===== config.mk =====
export PLATFORM = sky130hd
export DESIGN_NAME = sensor_normalize_threshold
export DESIGN_NICKNAME = d
export VERILOG_FILES = /design/src/hw/rtl/snt_pkg.sv /design/src/hw/rtl/snt_div.sv /design/src/hw/rtl/snt_lane.sv /design/src/hw/rtl/snt_merge.sv /design/src/hw/rtl/sensor_normalize_threshold.sv
export SDC_FILE = /design/constraint.sdc
export NUM_CORES = 2
export LEC_CHECK = 0
export BUFFER_PORTS_ARGS = -buffer_cell sky130_fd_sc_hd__buf_2
export CORE_MARGIN = 1.5
export CORE_UTILIZATION = 45
export CTS_CLUSTER_SIZE = 16
export DETAILED_ROUTE_END_ITERATION = 12
export GPL_ROUTABILITY_DRIVEN = 0
export SETUP_SLACK_MARGIN = 0.3
export SLEW_MARGIN = 40
export SYNTH_ARGS = -nofsm -noshare
export SYNTH_HDL_FRONTEND = slang
export SYNTH_SLANG_ARGS = --single-unit

===== constraint.sdc =====
create_clock -name clk_i -period 13 [get_ports clk_i]
set_clock_uncertainty 0.1 [all_clocks]
set_input_delay 0.65 -clock clk_i [delete_from_list [all_inputs] [get_ports clk_i]]
set_output_delay 0.65 -clock clk_i [all_outputs]
set_load 0.1 [all_outputs]

===== src/hw/rtl/snt_pkg.sv =====
// ----------------------------------------------------------------------------
// snt_pkg
// Shared types and constants for the sensor normalise/threshold block.
// ----------------------------------------------------------------------------
package snt_pkg;

  localparam int unsigned LEVEL_W       = 7;
  localparam int unsigned FULL_SCALE    = 100;
  localparam int unsigned THRESH_RESET  = 80;

  typedef enum logic [2:0] {
    ST_IDLE,
    ST_MINMAX,
    ST_MUL,
    ST_SCL_GO,
    ST_SCL_WAIT,
    ST_OUT
  } snt_state_e;

  // Lockstep control from the sequencer to every lane
  typedef struct packed {
    logic run_wr;     // run request accepted: write sample, update sum
    logic prime_wr;   // prime request accepted: fill window, seed min/max
    logic div_start;  // launch the lane divider on numerator / span
    logic minmax_en;  // widen min/max with the fresh average
    logic mul_en;     // form numerator and span
  } snt_ctrl_t;

endpackage


===== src/hw/rtl/snt_div.sv =====
// ----------------------------------------------------------------------------
// snt_div
// Restoring divider, one quotient bit per cycle.
// ----------------------------------------------------------------------------
module snt_div #(
  parameter int unsigned DW = 17,  // dividend / quotient width
  parameter int unsigned VW = 10   // divisor width
) (
  input  logic          clk_i,
  input  logic          rst_ni,
  input  logic          start_i,
  input  logic [DW-1:0] dividend_i,
  input  logic [VW-1:0] divisor_i,
  output logic          done_o,
  output logic [DW-1:0] quot_o
);

  localparam int unsigned CW = $clog2(DW + 1);

  logic          busy_q, busy_d;
  logic [CW-1:0] cnt_q, cnt_d;
  logic [DW-1:0] quo_q, quo_d;
  logic [VW-1:0] rem_q, rem_d;
  logic [VW-1:0] dvs_q, dvs_d;
  logic [VW:0]   trial;
  logic          ge;

  assign trial = {rem_q, quo_q[DW-1]};
  assign ge    = trial >= {1'b0, dvs_q};
  assign done_o = busy_q && (cnt_q == CW'(1));
  assign quot_o = quo_q;

  always_comb begin
    busy_d = busy_q;
    cnt_d  = cnt_q;
    quo_d  = quo_q;
    rem_d  = rem_q;
    dvs_d  = dvs_q;
    if (start_i) begin
      busy_d = 1'b1;
      cnt_d  = CW'(DW);
      quo_d  = dividend_i;
      rem_d  = '0;
      dvs_d  = divisor_i;
    end else if (busy_q) begin
      // remainder stays below the divisor, so VW bits hold it
      rem_d = ge ? VW'(trial - {1'b0, dvs_q}) : trial[VW-1:0];
      quo_d = {quo_q[DW-2:0], ge};
      cnt_d = cnt_q - 1'b1;
      if (cnt_q == CW'(1)) begin
        busy_d = 1'b0;
      end
    end
  end

  always_ff @(posedge clk_i or negedge rst_ni) begin
    if (!rst_ni) begin
      busy_q <= 1'b0;
      cnt_q  <= '0;
    end else begin
      busy_q <= busy_d;
      cnt_q  <= cnt_d;
    end
  end

  always_ff @(posedge clk_i) begin
    quo_q <= quo_d;
    rem_q <= rem_d;
    dvs_q <= dvs_d;
  end

endmodule


===== src/hw/rtl/snt_lane.sv =====
// ----------------------------------------------------------------------------
// snt_lane
// One channel: sample window with running sum, reciprocal-multiply average,
// min/max tracking and the divider used for the scaling.
// ----------------------------------------------------------------------------
module snt_lane #(
  parameter int unsigned WINDOW      = 5,
  parameter int unsigned SAMPLE_BITS = 10,
  parameter int unsigned PW          = 3
) (
  input  logic                       clk_i,
  input  logic                       rst_ni,
  input  snt_pkg::snt_ctrl_t         ctrl_i,
  input  logic [PW-1:0]              pos_i,
  input  logic [SAMPLE_BITS-1:0]     sample_i,
  output logic                       done_o,
  output logic [snt_pkg::LEVEL_W-1:0] level_o
);

  localparam int unsigned SB    = SAMPLE_BITS;
  localparam int unsigned SUM_W = SB + $clog2(WINDOW);
  localparam int unsigned DW    = SB + snt_pkg::LEVEL_W;
  // sum / WINDOW as a multiply by the rounded-up reciprocal, exact over SUM_W bits
  localparam int unsigned RSH   = SUM_W + $clog2(WINDOW);
  localparam int unsigned RW    = SUM_W + 2;
  localparam int unsigned PRW   = SUM_W + RW;
  localparam logic [RW-1:0]    RCP_C  =
    RW'(((64'd1 << RSH) + 64'(WINDOW) - 64'd1) / 64'(WINDOW));
  localparam logic [SUM_W-1:0] WIN_C  = SUM_W'(WINDOW);
  localparam logic [DW-1:0]    FULL_C = DW'(snt_pkg::FULL_SCALE);

  logic [SB-1:0]    win_q [WINDOW];
  logic [SUM_W-1:0] sum_q, sum_d;
  logic [SB-1:0]    min_q, min_d, max_q, max_d;
  logic [SB-1:0]    avg_q;
  logic [DW-1:0]    num_q;
  logic [SB-1:0]    span_q;
  logic             zero_q;
  logic [DW-1:0]    quot;
  logic [PRW-1:0]   avg_prod;
  logic [SB-1:0]    avg_new;

  assign avg_prod = PRW'(sum_q) * PRW'(RCP_C);
  assign avg_new  = avg_prod[RSH +: SB];

  always_comb begin
    sum_d = sum_q;
    if (ctrl_i.prime_wr) begin
      sum_d = SUM_W'(sample_i) * WIN_C;
    end else if (ctrl_i.run_wr) begin
      sum_d = SUM_W'(({1'b0, sum_q} + (SUM_W + 1)'(sample_i))
                     - (SUM_W + 1)'(win_q[pos_i]));
    end
  end

  always_comb begin
    min_d = min_q;
    max_d = max_q;
    if (ctrl_i.prime_wr) begin
      min_d = sample_i;
      max_d = sample_i;
    end else if (ctrl_i.minmax_en) begin
      if (avg_new < min_q) min_d = avg_new;
      if (avg_new > max_q) max_d = avg_new;
    end
  end

  always_ff @(posedge clk_i or negedge rst_ni) begin
    if (!rst_ni) begin
      for (int k = 0; k < WINDOW; k++) begin
        win_q[k] <= '0;
      end
      sum_q <= '0;
      min_q <= '0;
      max_q <= '0;
    end else begin
      sum_q <= sum_d;
      min_q <= min_d;
      max_q <= max_d;
      if (ctrl_i.prime_wr) begin
        for (int k = 0; k < WINDOW; k++) begin
          win_q[k] <= sample_i;
        end
      end else if (ctrl_i.run_wr) begin
        win_q[pos_i] <= sample_i;
      end
    end
  end

  always_ff @(posedge clk_i) begin
    if (ctrl_i.minmax_en) begin
      avg_q <= avg_new;
    end
    if (ctrl_i.mul_en) begin
      // avg already lies inside [min, max] after widening
      num_q  <= DW'(avg_q - min_q) * FULL_C;
      span_q <= max_q - min_q;
      zero_q <= max_q <= min_q;
    end
  end

  snt_div #(
    .DW (DW),
    .VW (SB)
  ) u_div (
    .clk_i      (clk_i),
    .rst_ni     (rst_ni),
    .start_i    (ctrl_i.div_start),
    .dividend_i (num_q),
    .divisor_i  (span_q),
    .done_o     (done_o),
    .quot_o     (quot)
  );

  always_comb begin
    if (zero_q) begin
      level_o = '0;
    end else if (quot > FULL_C) begin
      level_o = snt_pkg::LEVEL_W'(snt_pkg::FULL_SCALE);
    end else begin
      level_o = quot[snt_pkg::LEVEL_W-1:0];
    end
  end

endmodule


===== src/hw/rtl/snt_merge.sv =====
// ----------------------------------------------------------------------------
// snt_merge
// Gathers the lane levels, forms the threshold mask and holds the result
// in the output register.
// ----------------------------------------------------------------------------
module snt_merge #(
  parameter int unsigned CHANNELS = 6
) (
  input  logic                                   clk_i,
  input  logic                                   rst_ni,
  input  logic                                   load_i,
  input  logic [CHANNELS*snt_pkg::LEVEL_W-1:0]   levels_i,
  input  logic                                   cfg_we_i,
  input  logic [snt_pkg::LEVEL_W-1:0]            cfg_wdata_i,
  output logic                                   free_o,
  output logic                                   m_axis_tvalid_o,
  input  logic                                   m_axis_tready_i,
  output logic [CHANNELS*8-1:0]                  m_axis_tdata_o
);

  localparam int unsigned LW = snt_pkg::LEVEL_W;

  logic [LW-1:0]         thr_q;
  logic                  vld_q;
  logic [CHANNELS*8-1:0] data_q;
  logic [CHANNELS-1:0]   mask;

  always_comb begin
    for (int c = 0; c < CHANNELS; c++) begin
      mask[c] = levels_i[c*LW +: LW] >= thr_q;
    end
  end

  assign free_o          = !vld_q || m_axis_tready_i;
  assign m_axis_tvalid_o = vld_q;
  assign m_axis_tdata_o  = data_q;

  always_ff @(posedge clk_i or negedge rst_ni) begin
    if (!rst_ni) begin
      thr_q <= LW'(snt_pkg::THRESH_RESET);
      vld_q <= 1'b0;
    end else begin
      if (cfg_we_i) begin
        thr_q <= cfg_wdata_i;
      end
      if (load_i) begin
        vld_q <= 1'b1;
      end else if (m_axis_tready_i) begin
        vld_q <= 1'b0;
      end
    end
  end

  always_ff @(posedge clk_i) begin
    if (load_i) begin
      data_q <= {mask, levels_i};
    end
  end

endmodule


===== src/hw/rtl/sensor_normalize_threshold.sv =====
// ----------------------------------------------------------------------------
// sensor_normalize_threshold
// Per-channel moving average, min/max normalisation to 0..100 and a
// threshold mask, one lane per channel with a shared sequencer.
// ----------------------------------------------------------------------------
//  channel   dir  request                  tdata / tuser
//  s_axis    in   one frame of samples     samples / action
//  m_axis    out  one result per run frame levels + mask
//  cfg       in   level_threshold write    7-bit value
//
//  A run frame is dominated by the lane divider's one-bit-per-cycle
//  scaling pass; the window average is a reciprocal multiply.
//  A prime frame gives no result.
//  Reset clears windows, sums, min/max and write position; threshold to 80.
//  A finished result waits in the output register while the next frame is
//  taken; the lanes stall before loading it only if that register is full.
// ----------------------------------------------------------------------------
module sensor_normalize_threshold #(
  parameter int unsigned CHANNELS    = 6,
  parameter int unsigned WINDOW      = 5,
  parameter int unsigned SAMPLE_BITS = 10
) (
  input  logic clk_i,
  input  logic rst_ni,
  // samples: sample_0 .. sample_N-1, SAMPLE_BITS each, from bit 0 up
  input  logic [((CHANNELS*SAMPLE_BITS+7)/8)*8-1:0] s_axis_tdata_i,
  // action: 0 run frame, 1 prime frame
  input  logic [0:0]                                s_axis_tuser_i,
  input  logic                                      s_axis_tvalid_i,
  output logic                                      s_axis_tready_o,
  // level_0 .. level_N-1 (7 bits each), then above_mask (CHANNELS bits)
  output logic [CHANNELS*8-1:0]                     m_axis_tdata_o,
  output logic                                      m_axis_tvalid_o,
  input  logic                                      m_axis_tready_i,
  input  logic                                      cfg_we_i,
  input  logic [snt_pkg::LEVEL_W-1:0]               cfg_wdata_i
);

  localparam int unsigned SB = SAMPLE_BITS;
  localparam int unsigned LW = snt_pkg::LEVEL_W;
  localparam int unsigned PW = (WINDOW > 1) ? $clog2(WINDOW) : 1;

  snt_pkg::snt_state_e state_q, state_d;
  snt_pkg::snt_ctrl_t  ctrl;
  logic [PW-1:0]       pos_q, pos_d;
  logic                accept;
  logic                run_acc, prime_acc;
  logic [CHANNELS-1:0] lane_done;
  logic                div_done;
  logic                free;
  logic                load;
  logic [CHANNELS*LW-1:0] levels;

  assign accept    = s_axis_tvalid_i && s_axis_tready_o;
  assign run_acc   = accept && !s_axis_tuser_i[0];
  assign prime_acc = accept && s_axis_tuser_i[0];
  assign div_done  = &lane_done;

  // next state
  always_comb begin
    state_d = state_q;
    case (state_q)
      snt_pkg::ST_IDLE:     if (run_acc) state_d = snt_pkg::ST_MINMAX;
      snt_pkg::ST_MINMAX:   state_d = snt_pkg::ST_MUL;
      snt_pkg::ST_MUL:      state_d = snt_pkg::ST_SCL_GO;
      snt_pkg::ST_SCL_GO:   state_d = snt_pkg::ST_SCL_WAIT;
      snt_pkg::ST_SCL_WAIT: if (div_done) state_d = snt_pkg::ST_OUT;
      snt_pkg::ST_OUT:      if (free) state_d = snt_pkg::ST_IDLE;
      default:              state_d = snt_pkg::ST_IDLE;
    endcase
  end

  // outputs
  always_comb begin
    s_axis_tready_o = 1'b0;
    ctrl            = '0;
    load            = 1'b0;
    case (state_q)
      snt_pkg::ST_IDLE: begin
        s_axis_tready_o = 1'b1;
        ctrl.run_wr     = run_acc;
        ctrl.prime_wr   = prime_acc;
      end
      snt_pkg::ST_MINMAX:   ctrl.minmax_en = 1'b1;
      snt_pkg::ST_MUL:      ctrl.mul_en    = 1'b1;
      snt_pkg::ST_SCL_GO:   ctrl.div_start = 1'b1;
      snt_pkg::ST_OUT:      load           = free;
      default: ;
    endcase
  end

  always_comb begin
    pos_d = pos_q;
    if (run_acc) begin
      pos_d = (pos_q == PW'(WINDOW - 1)) ? '0 : pos_q + 1'b1;
    end
  end

  always_ff @(posedge clk_i or negedge rst_ni) begin
    if (!rst_ni) begin
      state_q <= snt_pkg::ST_IDLE;
      pos_q   <= '0;
    end else begin
      state_q <= state_d;
      pos_q   <= pos_d;
    end
  end

  for (genvar c = 0; c < CHANNELS; c++) begin : g_lane
    snt_lane #(
      .WINDOW      (WINDOW),
      .SAMPLE_BITS (SB),
      .PW          (PW)
    ) u_lane (
      .clk_i    (clk_i),
      .rst_ni   (rst_ni),
      .ctrl_i   (ctrl),
      .pos_i    (pos_q),
      .sample_i (s_axis_tdata_i[c*SB +: SB]),
      .done_o   (lane_done[c]),
      .level_o  (levels[c*LW +: LW])
    );
  end

  snt_merge #(
    .CHANNELS (CHANNELS)
  ) u_merge (
    .clk_i           (clk_i),
    .rst_ni          (rst_ni),
    .load_i          (load),
    .levels_i        (levels),
    .cfg_we_i        (cfg_we_i),
    .cfg_wdata_i     (cfg_wdata_i),
    .free_o          (free),
    .m_axis_tvalid_o (m_axis_tvalid_o),
    .m_axis_tready_i (m_axis_tready_i),
    .m_axis_tdata_o  (m_axis_tdata_o)
  );

endmodule


==> flow_metrics.env <==
export IMPL_syn_inst=8131
export IMPL_grt_max_degree=141
export IMPL_routed_wl_microns=177000
export IMPL_stdcell_area_sq_um=87700
export IMPL_hp_start="cfg_we_i"
export IMPL_synth_edf_count=426
export IMPL_critPathRequiredTime_ns=13.52
export IMPL_critPathBufInv=3
export IMPL_setup_ws_ns=5.29
export IMPL_drtPass1Iterations=5
export IMPL_avgViaCountPerCell=5.16
export IMPL_cts_tree="built"
export IMPL_hold_path_depth=2
export IMPL_dr_total_vias=55030
export IMPL_ys_ff_latch=1034
export IMPL_arrival_ns=8.23
export IMPL_vdd_drop_max_mv=0.111
export IMPL_postCtsSetupBuffers=0
export IMPL_mostFrequentLayoutCells="inv_1, ha_1, nand2_1"
export IMPL_fillers=16310
export IMPL_slew_headroom=0.479
export IMPL_cp_common_cell="ha_1"
export IMPL_h_tree_depth=3
export IMPL_avgSynthCellArea_sq_um=9.86
export IMPL_cpLargestDelayFamily="adder cells"
export IMPL_seq_area_sq_um=27700
export IMPL_io_pins=127
export IMPL_cts_hold_buffers_added=8
export IMPL_grt_pass1_wl_microns=293000
export IMPL_max_freq_ghz=0.130
export IMPL_crit_slowest_cell="a2111oi_0"
export IMPL_clkTransAtPathRegs_ns=0.06
export IMPL_end_kind="flip-flop"
export IMPL_reg2reg_to="g_lane[5].u_lane.max_q[5]$_DFFE_PN0P_"
export IMPL_synth_top_area_cell="ha_1"
export IMPL_grt_pass1_vias=55650
export IMPL_ctsResizeCount=0
export IMPL_numCtsBuffers=120
export IMPL_dpl_cell_area_sq_um=83500
export IMPL_yosysWarnings=0
export IMPL_timing_final_crit_share=0.593
export IMPL_synth_top_cell_area_share=0.191
export IMPL_num_rows=154
export IMPL_drive_gt1_frac=0.0679
export IMPL_area_growth_pct=9.31
export IMPL_cts_root_buf="clkbuf_16"
export IMPL_min_period_ns=7.71
export IMPL_initial_utilization=0.454
export IMPL_status="finished clean"
export IMPL_final_nets=9921
export IMPL_fin_setup_tns_ns=0
export IMPL_ys_types=90
export IMPL_io_buffers=122
export IMPL_power_density_nw_per_um2=81.4
export IMPL_worstMarginPinSlew_ns=0.782
export IMPL_slowest_delay_ns=0.52
export IMPL_post_drt_wl_per_cell_microns=16.6
export IMPL_critPathMaxFanout=7
export IMPL_syn_nets=9829
export IMPL_setup_viol_count_final=0
export IMPL_synthArstFlopShare=0.530
export IMPL_leakage_nw=42.1
export IMPL_final_hold_viol_count=0
export IMPL_r2r_cells=25
export IMPL_grt_usage=0.199
export IMPL_die_width_microns=425
export IMPL_r2r_setup_slack_ns=5.29
export IMPL_clock_path_buffers=3
export IMPL_final_common_cell="inv_1"
export IMPL_drt_iter0_drc=2734
export IMPL_hold_end="u_merge.thr_q[6]$_DFFE_PN1P_"
export IMPL_post_place_ws_ns=5.38
export IMPL_syn_area_sq_um=80200
export IMPL_ys_flop_type="dfrtp_1"
export IMPL_coreArea_sq_um=176000
export IMPL_antenna_left=0
export IMPL_drc=0
export IMPL_rsz0062_at_grt="no"
export IMPL_die_area_sq_um=181000
export IMPL_antenna_found_initial=20
export IMPL_die_height_microns=425
export IMPL_clkSinkCount=1034
export IMPL_critPathKind="flip-flop to flip-flop"
export IMPL_r2r_start="g_lane[5].u_lane.sum_q[1]$_DFFE_PN0P_"
export IMPL_hold_class="input port to flip-flop"
export IMPL_clock_latency_ns=0.74
export IMPL_maxCapViolations=0
export IMPL_seq_area_frac_synth=0.346
export IMPL_grt_overflow=0
export IMPL_dpl_hpwl_microns=135000
export IMPL_synth_area_leaders="ha_1, dfrtp_1, edfxtp_1"
export IMPL_cp_start_kind="flip-flop"
export IMPL_finalMaxSlewViolations=0
export IMPL_multi_input_area_sq_um=46700
flip-flops by register name, indices dropped and copies added (netlist names):
signal and cells:
g_lane.u_lane.win_q 300, g_lane.u_lane.u_div.quot_o 102, g_lane.u_lane.num_q 90, g_lane.u_lane.sum_q 78, g_lane.u_lane.avg_q 60, g_lane.u_lane.max_q 60
g_lane.u_lane.min_q 60, g_lane.u_lane.span_q 60, g_lane.u_lane.u_div.dvs_q 60, g_lane.u_lane.u_div.rem_q 60, u_merge.m_axis_tdata_o 48, g_lane.u_lane.u_div.cnt_q 30
u_merge.thr_q 7, g_lane.u_lane.u_div.busy_q 6, g_lane.u_lane.zero_q 6, pos_q 3, state_q 3, u_merge.m_axis_tvalid_o 1
worst max-delay path by stage:
stage / from / endpoint / slack, ns / cells past startpoint
finish: g_lane[5].u_lane.sum_q[1]$_DFFE_PN0P_ / g_lane[5].u_lane.max_q[5]$_DFFE_PN0P_ / 5.29 / 25
global route: g_lane[5].u_lane.sum_q[1]$_DFFE_PN0P_ / g_lane[5].u_lane.max_q[4]$_DFFE_PN0P_ / 4.71 / 26
CTS: g_lane[5].u_lane.sum_q[1]$_DFFE_PN0P_ / g_lane[5].u_lane.max_q[5]$_DFFE_PN0P_ / 5.28 / 25
detailed placement: g_lane[5].u_lane.sum_q[1]$_DFFE_PN0P_ / g_lane[5].u_lane.max_q[5]$_DFFE_PN0P_ / 5.38 / 25
global placement: g_lane[5].u_lane.sum_q[1]$_DFFE_PN0P_ / g_lane[5].u_lane.max_q[5]$_DFFE_PN0P_ / 5.31 / 25
floorplan: state_q[0]$_DFFE_PN0P_ / g_lane[0].u_lane.num_q[10]$_DFFE_PP_ / 5.80 / 1
final cells by class:
| class | count | share of cell area |
|---|---|---|
| flip-flops and latches | 1034 | 0.316 |
| inverters | 1366 | 0.0586 |
| diodes | 10 | 0.000285 |
| clock buffers | 153 | 0.0375 |
| multi-input cells | 5523 | 0.533 |
| clock inverters | 67 | 0.00799 |
| repair buffers | 178 | 0.0134 |
| well taps | 2340 | 0.0334 |
synth_stat cells (all sizes together), types with 30 or more instances:
master / number
fa: 394
a21o: 137
dfxtp: 60
ha: 1227
inv: 1363
buf: 35
a21boi: 33
mux2i: 73
nand4: 54
nor2b: 86
a21oi: 449
nor2: 325
mux2: 79
mux4: 60
nand2: 878
xor2: 133
and2: 39
o21ai: 665
edfxtp: 426
nand3: 49
a211oi: 44
clkbuf: 173
nor3: 89
xnor2: 226
o21a: 30
o211ai: 39
o21bai: 67
dfrtp: 546
nand2b: 66
cells by family (layout without fill, tap and decap cells):
group,after synthesis,in the layout,share of synthesized area
AO/OA/AOI/OAI,1625,1625,0.119
XOR/XNOR,359,359,0.0392
flip-flops,1034,1034,0.346
buffers and inverters,1574,1764,0.0739
multiplexers,212,212,0.0373
AND/OR/NAND/NOR,1706,1706,0.0947
adder cells (fa/ha/maj),1621,1621,0.290
other,0,10,0
metal layers:
metal / GRT usage / part of all wire / wire length [microns]
met5: 0 / 0 / 0
met4: 0.0493 / 0.020 / 3500
met3: 0.0218 / 0.034 / 6010
met2: 0.311 / 0.43 / 76700
met1: 0.294 / 0.51 / 91000
power breakdown:
group	total (mW)	switching, mW	internal (mW)
Sequential	3.38	0.00178	3.38
Clock	3.41	1.43	1.99
Combinational	0.342	0.218	0.123
metrics by stage:
| step | power [mW] | util | instances | hold WS (ns) |
|---|---|---|---|---|
| 2_1_floorplan | 3.65 | - | 8131 | 0.254 |
| 3_3_place_gp | 3.78 | 0.473 | 10429 | 0.303 |
| 6_report | 7.14 | 0.497 | 10671 | 0.115 |
| 4_1_cts | 7.25 | 0.496 | 10660 | 0.0269 |
| 3_5_place_dp | 3.78 | 0.473 | 10432 | 0.305 |
| 5_1_grt | 7.41 | 0.497 | 10669 | 0.0893 |
No activity file was read; power rests on OpenSTA's default activity.
